<file path="src/hw/rtl/hee_pkg.sv">
package hee_pkg;

    // kind of run an input byte expands into
    typedef logic [2:0] t_kind;
    typedef logic [2:0] t_idx;

    localparam t_kind KIND_PLAIN = 3'd0;
    localparam t_kind KIND_LT    = 3'd1;
    localparam t_kind KIND_GT    = 3'd2;
    localparam t_kind KIND_QUOT  = 3'd3;
    localparam t_kind KIND_AMP   = 3'd4;
    localparam t_kind KIND_BR    = 3'd5;

    localparam logic [7:0] CH_LF   = 8'h0A;
    localparam logic [7:0] CH_CR   = 8'h0D;
    localparam logic [7:0] CH_QUOT = 8'h22;
    localparam logic [7:0] CH_AMP  = 8'h26;
    localparam logic [7:0] CH_LT   = 8'h3C;
    localparam logic [7:0] CH_GT   = 8'h3E;

    // index of the final byte of a run
    function automatic t_idx run_last(input t_kind kind);
        t_idx v;
        case (kind)
            KIND_PLAIN: v = 3'd0;
            KIND_LT:    v = 3'd3;
            KIND_GT:    v = 3'd3;
            KIND_QUOT:  v = 3'd5;
            KIND_AMP:   v = 3'd4;
            KIND_BR:    v = 3'd4;
            default:    v = 3'd0;
        endcase
        return v;
    endfunction

endpackage

</file>
<file path="src/hw/rtl/hee_in_if.sv">
interface hee_in_if;
    logic       valid;
    logic       ready;
    logic [7:0] in_byte;
    logic       first_of_string;

    modport source (output valid, output in_byte, output first_of_string, input ready);
    modport sink   (input valid, input in_byte, input first_of_string, output ready);
endinterface

</file>
<file path="src/hw/rtl/hee_out_if.sv">
interface hee_out_if;
    logic       valid;
    logic       ready;
    logic [7:0] out_byte;
    logic       last_of_run;

    modport source (output valid, output out_byte, output last_of_run, input ready);
    modport sink   (input valid, input out_byte, input last_of_run, output ready);
endinterface

</file>
<file path="src/hw/rtl/hee_entity_rom.sv">
module hee_entity_rom (
    input  hee_pkg::t_kind i_kind,
    input  hee_pkg::t_idx  i_idx,
    input  logic [7:0]     i_char,
    output logic [7:0]     o_byte
);

    always_comb begin
        o_byte = i_char;
        case (i_kind)
            hee_pkg::KIND_LT: begin
                case (i_idx)
                    3'd0:    o_byte = "&";
                    3'd1:    o_byte = "l";
                    3'd2:    o_byte = "t";
                    default: o_byte = ";";
                endcase
            end
            hee_pkg::KIND_GT: begin
                case (i_idx)
                    3'd0:    o_byte = "&";
                    3'd1:    o_byte = "g";
                    3'd2:    o_byte = "t";
                    default: o_byte = ";";
                endcase
            end
            hee_pkg::KIND_QUOT: begin
                case (i_idx)
                    3'd0:    o_byte = "&";
                    3'd1:    o_byte = "q";
                    3'd2:    o_byte = "u";
                    3'd3:    o_byte = "o";
                    3'd4:    o_byte = "t";
                    default: o_byte = ";";
                endcase
            end
            hee_pkg::KIND_AMP: begin
                case (i_idx)
                    3'd0:    o_byte = "&";
                    3'd1:    o_byte = "a";
                    3'd2:    o_byte = "m";
                    3'd3:    o_byte = "p";
                    default: o_byte = ";";
                endcase
            end
            hee_pkg::KIND_BR: begin
                case (i_idx)
                    3'd0:    o_byte = "<";
                    3'd1:    o_byte = "B";
                    3'd2:    o_byte = "R";
                    3'd3:    o_byte = ">";
                    default: o_byte = hee_pkg::CH_CR;
                endcase
            end
            default: o_byte = i_char;
        endcase
    end

endmodule

</file>
<file path="src/hw/rtl/html_entity_escaper.sv">
// html entity escaper
//
// input channel i_in carries one text byte per beat plus a first_of_string
// flag that clears the carriage-return memory. output channel o_out carries
// one escaped byte per beat; last_of_run marks the final beat caused by an
// input byte.
// an input byte passes through the hold register and then the output
// register before its first output beat is valid.
// throughput: a byte that passes through yields one beat, so plain text
// streams at one beat per cycle while the receiver does not stall. an entity
// is 4 to 6 bytes; the hold register is stepped by the run index counter,
// and the next input beat is taken in the cycle the last byte leaves.
// a line feed right after a carriage return produces no output beat.
// reset (i_rst_n low, synchronous) empties the hold and output registers
// and clears the carriage-return memory.
// when the receiver stalls, the output register holds its beat and the
// hold register keeps the current byte; input is taken again as soon as
// the final output beat of the held byte can move.
module html_entity_escaper (
    input logic          i_clk,
    input logic          i_rst_n,
    hee_in_if.sink       i_in,
    hee_out_if.source    o_out
);

    // hold register: byte being expanded
    logic           r_pend, n_pend;
    hee_pkg::t_kind r_kind, n_kind;
    logic [7:0]     r_char, n_char;
    hee_pkg::t_idx  r_idx,  n_idx;
    logic           r_prev_cr, n_prev_cr;

    // output register
    logic           r_out_valid, n_out_valid;
    logic [7:0]     r_out_byte,  n_out_byte;
    logic           r_out_last,  n_out_last;

    logic           w_adv;
    logic           w_last;
    logic           w_accept;
    logic           w_after_cr;
    logic           w_suppress;
    hee_pkg::t_kind w_new_kind;
    logic [7:0]     w_rom_byte;

    hee_entity_rom u_rom (
        .i_kind (r_kind),
        .i_idx  (r_idx),
        .i_char (r_char),
        .o_byte (w_rom_byte)
    );

    // output register can take a new beat
    assign w_adv  = !r_out_valid || o_out.ready;
    // held byte emits its final beat this cycle
    assign w_last = r_pend && w_adv && (r_idx == hee_pkg::run_last(r_kind));

    assign i_in.ready = !r_pend || w_last;
    assign w_accept   = i_in.valid && i_in.ready;

    assign w_after_cr = !i_in.first_of_string && r_prev_cr;

    // classify the incoming byte
    always_comb begin
        w_suppress = 1'b0;
        case (i_in.in_byte)
            hee_pkg::CH_LT:   w_new_kind = hee_pkg::KIND_LT;
            hee_pkg::CH_GT:   w_new_kind = hee_pkg::KIND_GT;
            hee_pkg::CH_QUOT: w_new_kind = hee_pkg::KIND_QUOT;
            hee_pkg::CH_AMP:  w_new_kind = hee_pkg::KIND_AMP;
            hee_pkg::CH_CR:   w_new_kind = hee_pkg::KIND_BR;
            hee_pkg::CH_LF: begin
                w_new_kind = hee_pkg::KIND_BR;
                w_suppress = w_after_cr;
            end
            default:          w_new_kind = hee_pkg::KIND_PLAIN;
        endcase
    end

    always_comb begin
        n_pend      = r_pend;
        n_kind      = r_kind;
        n_char      = r_char;
        n_idx       = r_idx;
        n_prev_cr   = r_prev_cr;
        n_out_valid = r_out_valid;
        n_out_byte  = r_out_byte;
        n_out_last  = r_out_last;

        if (o_out.ready) begin
            n_out_valid = 1'b0;
        end

        // step the held byte into the output register
        if (r_pend && w_adv) begin
            n_out_valid = 1'b1;
            n_out_byte  = w_rom_byte;
            n_out_last  = w_last;
            n_idx       = r_idx + 3'd1;
            if (w_last) begin
                n_pend = 1'b0;
            end
        end

        // take a new byte; a suppressed line feed leaves nothing to hold
        if (w_accept) begin
            n_prev_cr = (i_in.in_byte == hee_pkg::CH_CR);
            n_pend    = !w_suppress;
            n_kind    = w_new_kind;
            n_char    = i_in.in_byte;
            n_idx     = '0;
        end
    end

    always_ff @(posedge i_clk) begin
        if (!i_rst_n) begin
            r_pend      <= 1'b0;
            r_prev_cr   <= 1'b0;
            r_out_valid <= 1'b0;
            r_idx       <= '0;
        end else begin
            r_pend      <= n_pend;
            r_prev_cr   <= n_prev_cr;
            r_out_valid <= n_out_valid;
            r_idx       <= n_idx;
        end
    end

    always_ff @(posedge i_clk) begin
        r_kind     <= n_kind;
        r_char     <= n_char;
        r_out_byte <= n_out_byte;
        r_out_last <= n_out_last;
    end

    assign o_out.valid       = r_out_valid;
    assign o_out.out_byte    = r_out_byte;
    assign o_out.last_of_run = r_out_last;

endmodule
</file>
<file path="src/flat_wrapper.sv">
// flat-port wrapper written by rule: the top's interface ports become plain ports
module html_entity_escaper_flat 
  (i_clk, i_rst_n, i_in_valid, i_in_in_byte, i_in_first_of_string, i_in_ready, o_out_valid, o_out_out_byte, o_out_last_of_run, o_out_ready);
  hee_in_if i_in_i ();
  hee_out_if o_out_i ();
  input logic i_clk;
  input logic i_rst_n;
  input wire logic [$bits(i_in_i.valid)-1:0] i_in_valid;
  input wire logic [$bits(i_in_i.in_byte)-1:0] i_in_in_byte;
  input wire logic [$bits(i_in_i.first_of_string)-1:0] i_in_first_of_string;
  output wire logic [$bits(i_in_i.ready)-1:0] i_in_ready;
  output wire logic [$bits(o_out_i.valid)-1:0] o_out_valid;
  output wire logic [$bits(o_out_i.out_byte)-1:0] o_out_out_byte;
  output wire logic [$bits(o_out_i.last_of_run)-1:0] o_out_last_of_run;
  input wire logic [$bits(o_out_i.ready)-1:0] o_out_ready;
  assign i_in_i.valid = i_in_valid;
  assign i_in_i.in_byte = i_in_in_byte;
  assign i_in_i.first_of_string = i_in_first_of_string;
  assign i_in_ready = i_in_i.ready;
  assign o_out_valid = o_out_i.valid;
  assign o_out_out_byte = o_out_i.out_byte;
  assign o_out_last_of_run = o_out_i.last_of_run;
  assign o_out_i.ready = o_out_ready;
  html_entity_escaper u_core (.i_clk(i_clk), .i_rst_n(i_rst_n), .i_in(i_in_i), .o_out(o_out_i));
endmodule
</file>
<file path="config.mk">
export PLATFORM = sky130hd
export DESIGN_NAME = html_entity_escaper_flat
export DESIGN_NICKNAME = d
export VERILOG_FILES = /design/src/hw/rtl/hee_pkg.sv /design/src/hw/rtl/hee_in_if.sv /design/src/hw/rtl/hee_out_if.sv /design/src/hw/rtl/hee_entity_rom.sv /design/src/hw/rtl/html_entity_escaper.sv /design/src/flat_wrapper.sv
export SDC_FILE = /design/constraint.sdc
export NUM_CORES = 1
export LEC_CHECK = 0
export ABC_AREA = 1
export BUFFER_PORTS_ARGS = -buffer_cell sky130_fd_sc_hd__buf_4
export CAP_MARGIN = 40
export CORE_ASPECT_RATIO = 0.5
export CORE_UTILIZATION = 55
export CTS_CLUSTER_DIAMETER = 80
export DETAILED_ROUTE_END_ITERATION = 6
export PLACE_DENSITY = 0.77
export SLEW_MARGIN = 20
export SYNTH_ARGS = -nofsm -noshare
export SYNTH_HDL_FRONTEND = slang
export SYNTH_HIERARCHICAL = 1
export SYNTH_SLANG_ARGS = --single-unit
</file>
<file path="constraint.sdc">
create_clock -name i_clk -period 4.52 [get_ports i_clk]
set_input_delay 0.226 -clock i_clk [delete_from_list [all_inputs] [get_ports i_clk]]
set_output_delay 0.226 -clock i_clk [all_outputs]
set_load 0.02 [all_outputs]
</file>
==> summary.md, run 1 <==
| Metric | Value |
|---|---|
| Max Fclk | `0.504 GHz` |
| Length of the first detailed-routing pass in iterations | `4` |
| Vias in the first global route | `1,188` |
| Final count of hold timing violations | `0` |
| Startpoint type of the worst setup path | `flop` |
| Worst EP required | `4.45 ns` |
| Post-synthesis cell type count | `29` |
| WS Path Type | `reg -> reg` |
| Critical Path End | `u_core/r_char[2]` |
| Worst path arrival time | `1.92 ns` |
| Result of the run | `finished clean` |
| Worst-path fanout max | `11` |
| Setup slack on the worst flop-to-flop path | `2.53 ns` |
| Maxcap violations | `0` |
| Count of warnings emitted by yosys | `6` |
| Number of enable-type register cells in the synthesized netlist | `20` |
| Largest net degree at the start of global routing | `15` |
| Maximum buffer depth of the clock tree | `2` |
| Fraction of the mapped netlist area in compound gates | `8.48%` |
| Ranking of synthesized cells by area | `sky130_fd_sc_hd__edfxtp_1 (38%), sky130_fd_sc_hd__nand2_1 (14%), sky130_fd_sc_hd__dfxtp_1 (7.5%)` |
| Start point of the critical path | `u_core/r_kind[2]` |
| Mean post-synth cell area | `7.69 sq um` |
| Hold Startpoint | `i_in_in_byte[5]` |
| Post-synthesis share of cell area spent on full adders, half adders and majority gates | `1.57%` |
| Post-cts repair resize count | `0` |
| Worst reg-to-reg path cell count | `9` |
| Fin Clk Skew | `0.00466 ns` |
| Initial antenna violation count | `0` |
| Share of flip-flops with an asynchronous set or reset | `0%` |
| IO buf count | `23` |
| Area of all placed cells without fillers | `1830 sq um` |
| Latest clock arrival within the worst-skew pair | `0.27 ns` |
| Number of CTS-inserted buffers | `3` |
| Summed instance area of the synthesized netlist | `1590 sq um` |
| Tcrit/Tclk final | `43.9%` |
| Instance area at placement | `1790 sq um` |
| Most used DFF post-synth | `sky130_fd_sc_hd__edfxtp_1` |
| Synth Instances | `207` |
| Row count | `13` |
| Area share of the leading cell type in the synthesized netlist | `37.7%` |
| Antenna-violating nets left | `0` |
| Synth-to-Final Area Change | `15.2%` |
| Antenna cell count | `0` |
| Hold Worst Slack | `0.143 ns` |
| Hold_buf cts | `0` |
| Main combinational cell family by area after synthesis | `simple AND/OR/NAND/NOR gates` |
| Leftover overflow at the end of global routing | `0` |
| Ratio of cells with drive above 1 in the final layout | `17.2%` |
| Chip Width | `78.1 um` |
| Number of vias after detailed routing | `1,391` |
| Slew of the pin with the lowest slew margin | `0.468 ns` |
| Tightest slew margin relative to the limit | `68.7%` |
| I/O pins | `24` |
| DIE AREA | `3130 sq um` |
| Average via count per standard cell | `5.17` |
| Gp weighted congestion | `0.870` |
| Number of filler instances in the final layout | `220` |
| Placed Cells incl. Taps | `265` |
| Starting density of the core | `59.7%` |
| First-pass GRT wire length | `5.06 mm` |
| Clock Sinks | `26` |
| Number of nets in the final layout | `248` |
| Leading area contributor after synthesis | `sky130_fd_sc_hd__edfxtp_1` |
| Aggregate negative setup slack | `0 ns` |
| Reg-to-Reg End | `u_core/r_char[2]` |
| DIE HEIGHT | `40.1 um` |
| Power Density | `286 nW/um^2` |
| # H-tree levels | `1` |
| Area of the core region | `2670 sq um` |
| Post-CTS setup buffer count | `0` |
| Setup violations, final | `0` |
| Worst R2R Start | `u_core/r_kind[2]` |
| Total wirelength of the detailed-routed design | `3.19 mm` |
| Number of synthesized register bits | `26` |
| Final cell count without fillers | `269` |
| Peak ir drop on the vdd network | `205 uV` |
| Number of DRC markers in iteration 0 | `110` |
| Nature of the critical path endpoint | `flop` |
| Total routing usage reported by global routing | `22.2%` |
| Class of the tightest hold or removal check | `in -> reg` |
| Number of remaining DRC errors | `0` |
| Average wire per standard cell | `11.9 um` |
| Final max-slew violation count | `0` |
| Crit path time final | `1.99 ns` |
| Post-synthesis net count | `222` |
| Sequential area share after synthesis | `45.2%` |
| RSZ-0062 raised after global routing | `no` |
| Post-route core utilization | `68.8%` |
| Share of cell area taken by muxes after synthesis | `0%` |
| Parity-gate share of the synthesized area counting xor and xnor cells | `1.10%` |
| Clock root buffer master | `sky130_fd_sc_hd__clkbuf_8` |
| Leakage power summed over all cells | `0.840 nW` |
| Clock tree from TritonCTS | `done` |
| Clock-pin transition on the worst setup and hold timing paths | `0.08 ns` |
| Detailed placement HPWL | `2.46 mm` |
| Simple logic cell fraction of the synthesized area | `34.9%` |
## layout by cell type (no fill, tap or decap), types with 2 or more instances in the layout
master                     count
sky130_fd_sc_hd__nand2_1      59
sky130_fd_sc_hd__nor2_1       32
sky130_fd_sc_hd__inv_1        30
sky130_fd_sc_hd__buf_4        23
sky130_fd_sc_hd__edfxtp_1     20
sky130_fd_sc_hd__nand3_1      16
sky130_fd_sc_hd__o21ai_0       7
sky130_fd_sc_hd__a21oi_1       7
sky130_fd_sc_hd__dfxtp_1       6
sky130_fd_sc_hd__nand2_2       4
sky130_fd_sc_hd__clkbuf_8      3
sky130_fd_sc_hd__nand3b_1      2
sky130_fd_sc_hd__nand3_2       2
sky130_fd_sc_hd__nor3_1        2
sky130_fd_sc_hd__ha_1          2
sky130_fd_sc_hd__nor2_4        2
## worst min-delay path by stage
stage / endpoint / cells after the start / slack [ns]
2_1_floorplan: u_core/r_char[0] / 0 / 0.32
3_3_place_gp: u_core/r_char[5] / 1 / 0.42
3_5_place_dp: u_core/r_char[5] / 1 / 0.42
4_1_cts: u_core/r_char[5] / 1 / 0.13
5_1_grt: u_core/r_char[5] / 1 / 0.13
6_report: u_core/r_char[5] / 1 / 0.14
## per-stage QoR
step           total power [mW]  setup WS [ns]
2_1_floorplan             0.364           2.68
3_3_place_gp              0.396           2.62
3_5_place_dp              0.400           2.56
4_1_cts                   0.533           2.54
5_1_grt                   0.551           2.35
6_report                  0.525           2.53
## where the power goes
part	leakage (nW)	internal, mW	switching, mW
combinational	0.576	0.0399	0.0661
sequential	0.241	0.277	0.0119
clock	0.0228	0.0630	0.0672
## Yosys cell counts, types with 4 or more instances
library cell,instances
sky130_fd_sc_hd__nand3_1,16
sky130_fd_sc_hd__a21oi_1,7
sky130_fd_sc_hd__inv_1,30
sky130_fd_sc_hd__nand2_2,4
sky130_fd_sc_hd__nand2_1,59
sky130_fd_sc_hd__o21ai_0,7
sky130_fd_sc_hd__nor2_1,32
sky130_fd_sc_hd__dfxtp_1,6
sky130_fd_sc_hd__edfxtp_1,20
## cell type report
class	instances	area, sq um	share of cell area (%)
repair buffers	23	173	9.41
well taps	37	46.3	2.52
clock buffers	4	45.0	2.46
inverters	31	116	6.34
flip-flops and latches	26	721	39.3
multi-input cells	148	733	40.0
## registers in the layout (all words and copies together), names as in the netlist
signal and cells:
u_core/o_out.last_of_run 1, u_core/o_out.out_byte 8, u_core/o_out.valid 1, u_core/r_char 8
u_core/r_idx 3, u_core/r_kind 3, u_core/r_pend 1, u_core/r_prev_cr 1
## critical path, cell delays in order (launching register included)
cell                       delay (ns)
sky130_fd_sc_hd__edfxtp_1        0.53
sky130_fd_sc_hd__inv_1           0.18
sky130_fd_sc_hd__nand2_1         0.09
sky130_fd_sc_hd__nand3b_1        0.10
sky130_fd_sc_hd__nand2_1         0.09
sky130_fd_sc_hd__nor2_2          0.12
sky130_fd_sc_hd__nand2_2         0.06
sky130_fd_sc_hd__nand2_2         0.11
sky130_fd_sc_hd__nand2_2         0.07
sky130_fd_sc_hd__inv_1           0.30
## kinds of logic (layout without fill, tap and decap cells)
kind of cell,after synthesis,after routing
xor+xnor,2,2
simple gates,123,123
flops,26,26
buf+inv,33,58
compound gates,21,21
fa+ha+maj,2,2
## per-layer routing
layer | global-route usage [%] | wire length [um] | part of all wire, %
met1 | 26.3 | 1460 | 46
met4 | 9.72 | 36 | 1.1
met5 | 0 | 0 | 0
met3 | 6.36 | 259 | 8.1
met2 | 39.7 | 1440 | 45
No activity file was read; power rests on OpenSTA's default activity.
==> inputs of run 2 (changes only) <==
- clock period: 4.52 -> 2 ns (I/O delays scaled with it)
==> run 2 against run 1 <==
Combinational power is 140% higher. Via count shrank 0.72%. First-iteration DRC count shrank 7.3%. Core utilization grew 2.1 points. Total power increased by 140%. Flip-flop and latch count did not move. Routed wire length is 4.2% higher. Sequential power grew 120%. Sequential share of layout area down 1.1 points. Die area stayed put. Largest power group unchanged. Highest routed layer unchanged.
==> summary.md, run 2 (synthesized netlist as in run 1, its figures left out) <==
| Metric | Value |
|---|---|
| Result of the run | `finished clean` |
| Setup slack on the worst flop-to-flop path | `0.18 ns (-2.35 ns)` |
| Startpoint type of the worst setup path | `flop` |
| Power Density | `658 nW/um^2 (+130%)` |
| Number of DRC markers in iteration 0 | `102 (-7.3%)` |
| RSZ-0062 raised after global routing | `no` |
| Number of vias after detailed routing | `1,381 (-0.72%)` |
| Crit path time final | `1.82 ns (-0.168 ns)` |
| Post-CTS setup buffer count | `0 (unchanged)` |
| Placed Cells incl. Taps | `271 (+2.3%)` |
| Delay-heaviest family, CP | `simple AND/OR/NAND/NOR gates` |
| Setup slack after layout | `0.182 ns (-2.35 ns)` |
| Tightest slew margin relative to the limit | `73.4% (+4.7 points)` |
| Start point of the critical path | `u_core/r_kind[1]` |
| Maxcap violations | `0 (unchanged)` |
| Average wire per standard cell | `12.1 um (+2.0%)` |
| Worst reg-to-reg path cell count | `9 (unchanged)` |
| Row count | `13 (unchanged)` |
| Clock-pin transition on the worst setup and hold timing paths | `0.09 ns (about the same)` |
| Clock Sinks | `26 (unchanged)` |
| First-pass GRT wire length | `5.00 mm (-1.4%)` |
| Synth-to-Final Area Change | `18.6%` |
| Vias in the first global route | `1,232 (+3.7%)` |
| Final cell count without fillers | `275 (+2.2%)` |
| Worst Hold Depth | `1 (unchanged)` |
| Class of the tightest hold or removal check | `in -> reg` |
| Tcrit/Tclk final | `90.9% (+47 points)` |
| # H-tree levels | `1 (unchanged)` |
| Maximum buffer depth of the clock tree | `2 (unchanged)` |
| Sw power | `0.344 mW (+140%)` |
| Final count of hold timing violations | `0 (unchanged)` |
| Total wirelength of the detailed-routed design | `3.33 mm (+4.2%)` |
| Worst-path cell with the longest stage delay | `sky130_fd_sc_hd__edfxtp_1` |
| Worst EP required | `1.94 ns (-2.51 ns)` |
| Number of CTS-inserted buffers | `3 (unchanged)` |
| Internal portion of total power | `0.900 mW (+140%)` |
| Sequential cell fraction of total power | `51.7% (-3.3 points)` |
| DIE AREA | `3130 sq um (unchanged)` |
| Aggregate negative setup slack | `0 ns (unchanged)` |
| Hold_buf cts | `0 (unchanged)` |
| Antenna-violating nets left | `0 (unchanged)` |
| Worst-path fanout max | `11 (unchanged)` |
| Switching part of the total power | `27.6% (about the same)` |
| Number of nets in the final layout | `254 (+2.4%)` |
| Setup violations, final | `0 (unchanged)` |
| Latest clock arrival within the worst-skew pair | `0.27 ns (about the same)` |
| Slowest Stage Delay on Critical Path | `0.46 ns (-0.07 ns)` |
| IO buf count | `23 (unchanged)` |
| Leftover overflow at the end of global routing | `0 (unchanged)` |
| I/O pins | `24 (unchanged)` |
| Clock share of power | `27.5% (+2.7 points)` |
| Post-placement setup slack | `0.185 ns (-2.37 ns)` |
| Antenna cell count | `0 (unchanged)` |
| Peak ir drop on the vdd network | `491 uV (+140%)` |
| Length of the first detailed-routing pass in iterations | `5 (+1)` |
| Leakage power summed over all cells | `0.876 nW (+4.4%)` |
| Number of remaining DRC errors | `0 (unchanged)` |
| Slew of the pin with the lowest slew margin | `0.399 ns (-0.0698 ns)` |
| Hold Worst Slack | `0.0121 ns (-0.130 ns)` |
| Initial antenna violation count | `0 (unchanged)` |
| Cell chain of the critical path | `nand2_1 -> nand2_1 -> nand3b_1 -> nand2_1 -> nor2_2 -> nand2_2 -> nand2_2 -> nand2_2 -> inv_1` |
| Gp weighted congestion | `0.870 (about the same)` |
| WS Path Type | `reg -> reg` |
| Nature of the critical path endpoint | `flop` |
| Average via count per standard cell | `5.02 (-2.9%)` |
| Reg-to-Reg End | `u_core/r_char[7]` |
| Clock root buffer master | `sky130_fd_sc_hd__clkbuf_8` |
| Fin Clk Skew | `0.00207 ns (-0.00259 ns)` |
| Critical Path End | `u_core/r_char[7]` |
| Ratio of cells with drive above 1 in the final layout | `19.7% (+2.5 points)` |
| Worst path arrival time | `1.76 ns (-0.16 ns)` |
| Commonest non-fill, non-tap cells in the layout | `sky130_fd_sc_hd__nand2_1 (59), sky130_fd_sc_hd__nor2_1 (32), sky130_fd_sc_hd__inv_1 (30), sky130_fd_sc_hd__buf_4 (29), sky130_fd_sc_hd__edfxtp_1 (20)` |
| Leading cell type in the layout, fill and taps excluded | `sky130_fd_sc_hd__nand2_1` |
| DIE HEIGHT | `40.1 um (unchanged)` |
| Total routing usage reported by global routing | `21.9% (-0.22 points)` |
| Critical path depth | `9 (unchanged)` |
| WP buf/inv | `1 (-1)` |
| Clock tree from TritonCTS | `done` |
| Post-cts repair resize count | `0 (unchanged)` |
| Starting density of the core | `59.7% (unchanged)` |
| Area of the core region | `2670 sq um (unchanged)` |
| Chip Width | `78.1 um (unchanged)` |
| Largest net degree at the start of global routing | `15 (unchanged)` |
| Detailed placement HPWL | `2.49 mm (+1.3%)` |
| Max Fclk | `0.550 GHz (+9.2%)` |
| Final max-slew violation count | `0 (unchanged)` |
| Combinational power share | `20.8% (+0.6 points)` |
| Worst R2R Start | `u_core/r_kind[1]` |
==> run 2: cell count changes in the layout (fill, tap and decap cells not counted), sizes merged <==
cell	delta
buf	+6
==> run 2: cell type report <==
type / count / area [sq um]
Fill cell: 238 / 778
Multi-Input combinational cell: 148 / 733
Sequential cell: 26 / 721
Timing Repair Buffer: 29 / 218
Inverter: 31 / 116
Clock buffer: 4 / 55.1
Tap cell: 37 / 46.3
==> run 2: power groups by stage <==
| stage | Combinational (mW) | Sequential, mW | Clock [mW] |
|---|---|---|---|
| 6_report | 0.259 | 0.643 | 0.342 |
| 2_1_floorplan | 0.142 | 0.679 | 0 |
| 5_1_grt | 0.288 | 0.646 | 0.365 |
| 3_5_place_dp | 0.258 | 0.654 | 0 |
| 4_1_cts | 0.258 | 0.643 | 0.353 |
| 3_3_place_gp | 0.252 | 0.654 | 0 |
==> run 2: worst min-delay path by stage <==
stage	startpoint	endpoint	slack (ns)
after global routing	i_in_in_byte[5]	u_core/r_char[5]	0.002
final	i_in_in_byte[5]	u_core/r_char[5]	0.01
after global placement	i_in_in_byte[5]	u_core/r_char[5]	0.29
after floorplan	i_in_in_byte[0]	u_core/r_char[0]	0.20
after detailed placement	i_in_in_byte[5]	u_core/r_char[5]	0.29
after CTS	i_in_in_byte[5]	u_core/r_char[5]	0.005
==> run 2: worst register-to-register path, cell delays in order (launching register included) <==
cell,delay (ns)
sky130_fd_sc_hd__edfxtp_1,0.46
sky130_fd_sc_hd__nand2_1,0.14
sky130_fd_sc_hd__nand2_1,0.07
sky130_fd_sc_hd__nand3b_1,0.08
sky130_fd_sc_hd__nand2_1,0.07
sky130_fd_sc_hd__nor2_2,0.11
sky130_fd_sc_hd__nand2_2,0.07
sky130_fd_sc_hd__nand2_2,0.11
sky130_fd_sc_hd__nand2_2,0.07
sky130_fd_sc_hd__inv_1,0.31
==> run 2: through the flow <==
stage               instance area, sq um  power, mW  utilization (%)
finish                              1890       1.24             70.8
global route                        1890       1.30             70.8
CTS                                 1890       1.25             70.8
detailed placement                  1830      0.912             68.8
global placement                    1830      0.905             68.8
floorplan                           1590      0.822                -
==> run 2: routing by layer <==
metal	part of all wire (%)	routed length [um]	global-route usage, %
met1	49	1630	27.5
met2	44	1470	36.4
met3	5.7	189	6.14
met4	0.87	29	11.1
met5	0	0	0
